## src/rtl/e2q_pkg.sv

```systemverilog
// Package for the Euler-to-quaternion core: CORDIC constants and arctangent table.
`timescale 1ns / 1ps
package e2q_pkg;
    localparam int CW = 34;                 // CORDIC x/y/z width (Q30 plus sign/growth)
    localparam logic signed [33:0] CORDIC_GAIN = 34'sd652032874;

    function automatic logic signed [33:0] atan_entry(input int idx);
        logic signed [33:0] t;
        begin
            case (idx)
                0: t = 34'sd536870912;
                1: t = 34'sd316933406;
                2: t = 34'sd167458907;
                3: t = 34'sd85004756;
                4: t = 34'sd42667331;
                5: t = 34'sd21354465;
                6: t = 34'sd10679838;
                7: t = 34'sd5340245;
                8: t = 34'sd2670163;
                9: t = 34'sd1335087;
                10: t = 34'sd667544;
                11: t = 34'sd333772;
                12: t = 34'sd166886;
                13: t = 34'sd83443;
                14: t = 34'sd41722;
                15: t = 34'sd20861;
                16: t = 34'sd10430;
                17: t = 34'sd5215;
                18: t = 34'sd2608;
                19: t = 34'sd1304;
                20: t = 34'sd652;
                21: t = 34'sd326;
                22: t = 34'sd163;
                23: t = 34'sd81;
                24: t = 34'sd41;
                25: t = 34'sd20;
                26: t = 34'sd10;
                27: t = 34'sd5;
                28: t = 34'sd3;
                29: t = 34'sd1;
                30: t = 34'sd1;
                default: t = 34'sd0;
            endcase
            atan_entry = t;
        end
    endfunction

    typedef struct packed {
        logic signed [33:0] x;
        logic signed [33:0] y;
        logic signed [33:0] z;
    } cordic_t;

    typedef struct packed {
        cordic_t r;
        cordic_t p;
        cordic_t w;
    } triple_t;
endpackage

```

## src/rtl/e2q_cordic_cell.sv

```systemverilog
// One CORDIC rotation cell: rotates three angle channels by one step and registers them.
`timescale 1ns / 1ps
module e2q_cordic_cell #(
    parameter int STEP = 0
) (
    input  logic                clk,
    input  logic                rst_n,
    input  logic                en,
    input  logic                in_valid,
    input  e2q_pkg::triple_t    in_data,
    output logic                out_valid,
    output e2q_pkg::triple_t    out_data
);
    localparam int K = STEP % 32;
    localparam logic signed [33:0] T = e2q_pkg::atan_entry(K);

    e2q_pkg::triple_t data_reg, data_next;
    logic             valid_reg;

    function automatic e2q_pkg::cordic_t rotate(input e2q_pkg::cordic_t c);
        e2q_pkg::cordic_t o;
        logic signed [33:0] dx, dy;
        begin
            dx = c.y >>> K;
            dy = c.x >>> K;
            if (!c.z[33])
            begin
                o.x = c.x - dx;
                o.y = c.y + dy;
                o.z = c.z - T;
            end
            else
            begin
                o.x = c.x + dx;
                o.y = c.y - dy;
                o.z = c.z + T;
            end
            rotate = o;
        end
    endfunction

    // Rotate each channel by this step's angle
    always_comb
    begin
        data_next.r = rotate(in_data.r);
        data_next.p = rotate(in_data.p);
        data_next.w = rotate(in_data.w);
    end

    // Advance the word when the pipe moves
    always_ff @(posedge clk or negedge rst_n)
    begin
        if (!rst_n)
            valid_reg <= 1'b0;
        else if (en)
            valid_reg <= in_valid;
    end

    always_ff @(posedge clk)
    begin
        if (en)
            data_reg <= data_next;
    end

    assign out_valid = valid_reg;
    assign out_data  = data_reg;
endmodule

```

## config.mk

```make
export PLATFORM = sky130hd
export DESIGN_NAME = e2q_cordic_cell
export DESIGN_NICKNAME = d
export VERILOG_FILES = /design/src/rtl/e2q_pkg.sv /design/src/rtl/e2q_cordic_cell.sv
export SDC_FILE = /design/constraint.sdc
export NUM_CORES = 1
export LEC_CHECK = 0
export BUFFER_PORTS_ARGS = -buffer_cell sky130_fd_sc_hd__buf_4
export CAP_MARGIN = 10
export CORE_MARGIN = 5
export CORE_UTILIZATION = 30
export CTS_BUF_LIST = sky130_fd_sc_hd__clkbuf_4 sky130_fd_sc_hd__clkbuf_8 sky130_fd_sc_hd__clkbuf_16
export DETAILED_ROUTE_END_ITERATION = 7
export SLEW_MARGIN = 25
export SYNTH_ARGS = -nofsm -noshare
export SYNTH_HDL_FRONTEND = slang
export SYNTH_SLANG_ARGS = --single-unit
```

## constraint.sdc

```tcl
create_clock -name clk -period 0.8 [get_ports clk]
set_input_delay 0 -clock clk [delete_from_list [all_inputs] [get_ports clk]]
set_output_delay 0 -clock clk [all_outputs]
set_load 0.05 [all_outputs]
```

==> metrics.txt <==
# TYPE chip_impl_metric gauge
chip_impl_info{name="run_status",value="complete, but fails checks"} 1
chip_impl_info{name="failing_checks",value="hold timing, setup timing"} 1
chip_impl_metric{name="post-route-period-util",unit="%"} 282
chip_impl_metric{name="dpl_worst_slack",unit="ps"} -2150
chip_impl_metric{name="final-setup-viol-count",unit=""} 523
chip_impl_metric{name="holdBufCountCts",unit=""} 114
chip_impl_metric{name="asyncSetResetFlopFracSynth",unit="%"} 0.329
chip_impl_metric{name="cts_htree_levels",unit=""} 2
chip_impl_metric{name="placement.io_buffers",unit=""} 616
chip_impl_metric{name="row_count",unit=""} 109
chip_impl_metric{name="cp.required",unit="ps"} 1130
chip_impl_metric{name="tritoncts_buffer_count",unit=""} 40
chip_impl_metric{name="die_area",unit="um2"} 95700
chip_impl_metric{name="total_negative_slack",unit="ps"} -294390
chip_impl_metric{name="die_wd",unit="um"} 309
chip_impl_metric{name="grt_usage",unit="%"} 23.7
chip_impl_metric{name="maxCapViolations",unit=""} 0
chip_impl_metric{name="synth.distinct_cells",unit=""} 89
chip_impl_info{name="clk_root_buffer_cell",value="clkbuf_16"} 1
chip_impl_metric{name="avgRoutedWirePerCell",unit="um"} 20.1
chip_impl_metric{name="clk_pin_slew",unit="ps"} 60
chip_impl_metric{name="starting_density_of_the_core",unit="%"} 30.3
chip_impl_info{name="rsz0062_at_grt",value="true"} 1
chip_impl_metric{name="holdWs",unit="ps"} -214
chip_impl_metric{name="detail-route-antenna-nets",unit=""} 0
chip_impl_metric{name="detailedRoute.firstPassIterationCount",unit=""} 6
chip_impl_metric{name="cts.sinks",unit=""} 304
chip_impl_metric{name="reg2regPathDepth",unit=""} 1
chip_impl_metric{name="placed_cell_area",unit="um2"} 42800
chip_impl_metric{name="fin_total_pwr",unit="mW"} 82.3
chip_impl_metric{name="synthesis.area",unit="um2"} 26900
chip_impl_metric{name="core_area",unit="um2"} 88600
chip_impl_metric{name="gate_count_of_the_mapped_netlist",unit=""} 3019
chip_impl_metric{name="slew_of_the_pin_with_the_lowest_slew_margin",unit="ps"} 764
chip_impl_metric{name="final_cells",unit=""} 6052
chip_impl_metric{name="grt_max_degree",unit=""} 41
chip_impl_metric{name="grt.overflow.total",unit=""} 0
chip_impl_metric{name="worst-endpoint-arrival",unit="ps"} 2590
chip_impl_metric{name="worstSkewPairLatency",unit="ps"} 570
chip_impl_metric{name="pwr_density_cell",unit="nW/um2"} 1660
chip_impl_metric{name="final_hold_viol_count",unit=""} 36
chip_impl_metric{name="clk_path_buf_depth",unit=""} 3
chip_impl_metric{name="viasPerCell",unit=""} 5.01
chip_impl_metric{name="area.growth.synth_to_final",unit="%"} 84.2
chip_impl_metric{name="timing_max_transition_violations_final",unit=""} 0
chip_impl_metric{name="worst_slew_margin_rel",unit="%"} 48.6
chip_impl_info{name="timing.critical_path.from_type",value="input pin"} 1
chip_impl_metric{name="postSynthRegisterBits",unit=""} 304
chip_impl_info{name="tritoncts",value="yes"} 1
chip_impl_metric{name="final_wirelength",unit="um"} 121000
chip_impl_metric{name="number_of_global_route_vias_before_repair",unit=""} 30800
chip_impl_metric{name="peakVddDrop",unit="V"} 0.00160
chip_impl_metric{name="path_max_fanout",unit=""} 3
chip_impl_metric{name="gpl.final_weighted_congestion",unit=""} 0.978
chip_impl_info{name="criticalPathCategory",value="in2reg"} 1
chip_impl_metric{name="min_delay_path_depth",unit=""} 2
chip_impl_metric{name="post_route_cells_drive_above_1_share",unit="%"} 52.6
chip_impl_metric{name="detailedRoute.firstIterationViolations",unit=""} 2014
chip_impl_info{name="min-delay-path-class",value="in2reg"} 1
chip_impl_metric{name="nets",unit=""} 5475
chip_impl_metric{name="final.setup_skew",unit="ps"} 0
chip_impl_metric{name="dp_hpwl",unit="um"} 96700
chip_impl_metric{name="power.static_leakage",unit="nW"} 22.2
chip_impl_metric{name="synth_enable_flop_cells",unit=""} 303
chip_impl_metric{name="design.portCount",unit=""} 617
chip_impl_metric{name="postSynthNetCount",unit=""} 3647
chip_impl_metric{name="syn_area_per_cell",unit="um2"} 8.91
chip_impl_metric{name="num_vias",unit=""} 30300
chip_impl_metric{name="final.min_clock_period",unit="ps"} 2260
chip_impl_metric{name="sequential_fraction_of_the_synthesis_area",unit="%"} 33.9
chip_impl_metric{name="post-route-drc-count",unit=""} 0
chip_impl_info{name="category_of_the_worst_setup_path_capture_point",value="register"} 1
chip_impl_metric{name="die_height",unit="um"} 309
chip_impl_metric{name="worst_slack",unit="ps"} -1460
chip_impl_info{name="postSynth.topFlopCell",value="edfxtp_1"} 1
chip_impl_metric{name="grt_antenna_before_repair",unit=""} 18
chip_impl_metric{name="ys.warnings.count",unit=""} 0
chip_impl_metric{name="fmax",unit="GHz"} 0.442
chip_impl_metric{name="first_pass_grt_wire_length",unit="um"} 178000
chip_impl_metric{name="final_design_area_no_fill",unit="um2"} 49500
chip_impl_metric{name="dpl.cell_count",unit=""} 5746
[sequential cells by signal, summed over array words and instances (netlist names)]
| signal | count |
|---|---|
| out_data | 303 |
| out_valid | 1 |
[cells in the mapped netlist (59+ instances only)]
| master | count | area share [%] |
|---|---|---|
| nor3_1 | 62 | 1.2 |
| nor2_1 | 265 | 3.7 |
| ha_1 | 306 | 14 |
| o21ai_0 | 186 | 3.5 |
| edfxtp_1 | 303 | 34 |
| a21oi_1 | 335 | 6.2 |
| clkbuf_1 | 69 | 0.96 |
| inv_1 | 299 | 4.2 |
| nand2_1 | 145 | 2.0 |
| a21o_1 | 84 | 2.3 |
| o21bai_1 | 59 | 1.6 |
| xnor2_1 | 178 | 5.8 |
[layer usage]
metal / wire length (um) / up-vias / global-route usage [%] / share of wire, %
li1: - / 14500 / - / -
met1: 50100 / 14500 / 29.6 / 41
met2: 57900 / 1064 / 40.5 / 48
met3: 8100 / 252 / 4.78 / 6.7
met4: 5180 / 10 / 9.44 / 4.3
met5: 69 / - / 0 / 0.057
[layout by cell type (no fill, tap or decap), drive strengths merged, types with 36 or more instances in the layout]
cell type    instances
dlygate4sd3        112
a211oi              36
edfxtp             303
o31ai               47
ha                 306
nor3                62
o21ai              196
inv                302
nand2              145
a21oi              335
o21bai              59
mux2i               44
buf               1809
clkbuf              51
a21o                84
nor2               265
xnor2              178
[timing repair]
action                                  CTS  global route
gates resized for setup                 412           327
cloned                                    0             0
hold endpoints to repair                185            59
buffers inserted                        115            52
endpoints found under the setup margin  492           699
pin swaps                               238           252
[worst paths after layout]
kind / start / to / slack, ps
max: in_data[239] / out_data[299] / -1460
min reg2reg: out_valid / out_valid / 520
max in group asynchronous: rst_n / out_valid / 410
min in group asynchronous: rst_n / out_valid / 270
max reg2reg: out_valid / out_valid / 30
min: in_data[131] / out_data[132] / -210
[cells by family after synthesis]
group / count (synthesis) / share of synthesized area, %
AOI/OAI and AO/OA: 986 / 23.5
and+or+nand+nor: 712 / 12.5
buffers and inverters: 448 / 6.49
adders and majority gates: 318 / 15.1
DFF: 304 / 33.9
xor gates and xnor gates: 203 / 6.61
muxes: 48 / 1.81
[through the flow]
step / hold slack [ps] / util, %
floorplan: -296 / -
global placement: -220 / 48.2
detailed placement: -220 / 48.2
CTS: -264 / 54.0
global route: -246 / 55.9
finish: -214 / 55.9
[layout make-up]
class                           instances  area (um2)
Antenna cell                           10        25.0
Clock buffer                           49        1090
Clock inverter                         23         211
Fill cell                            7707       39100
Inverter                              311        1410
Multi-Input combinational cell       2267       20600
Sequential cell                       304        9130
Tap cell                             1165        1460
Timing Repair Buffer                 1923       15600
[critical path, cell delays in order]
cell and delay, ps:
buf_8 80, clkinvlp_4 90, ha_4 250, nor2b_4 120
o211ai_1 270, or4b_4 570, a31oi_4 190, o31a_1 310
o41a_1 350, buf_4 180, o2bb2ai_4 100, xnor2_1 80
[where the power goes]
group / internal (mW) / switching [mW] / total (mW)
logic: 18.1 / 24.5 / 42.6
clock network: 10.7 / 7.49 / 18.1
registers: 20.6 / 0.925 / 21.5
total: 49.4 / 32.9 / 82.3
Note: power is estimated with default switching activity, not from simulation.
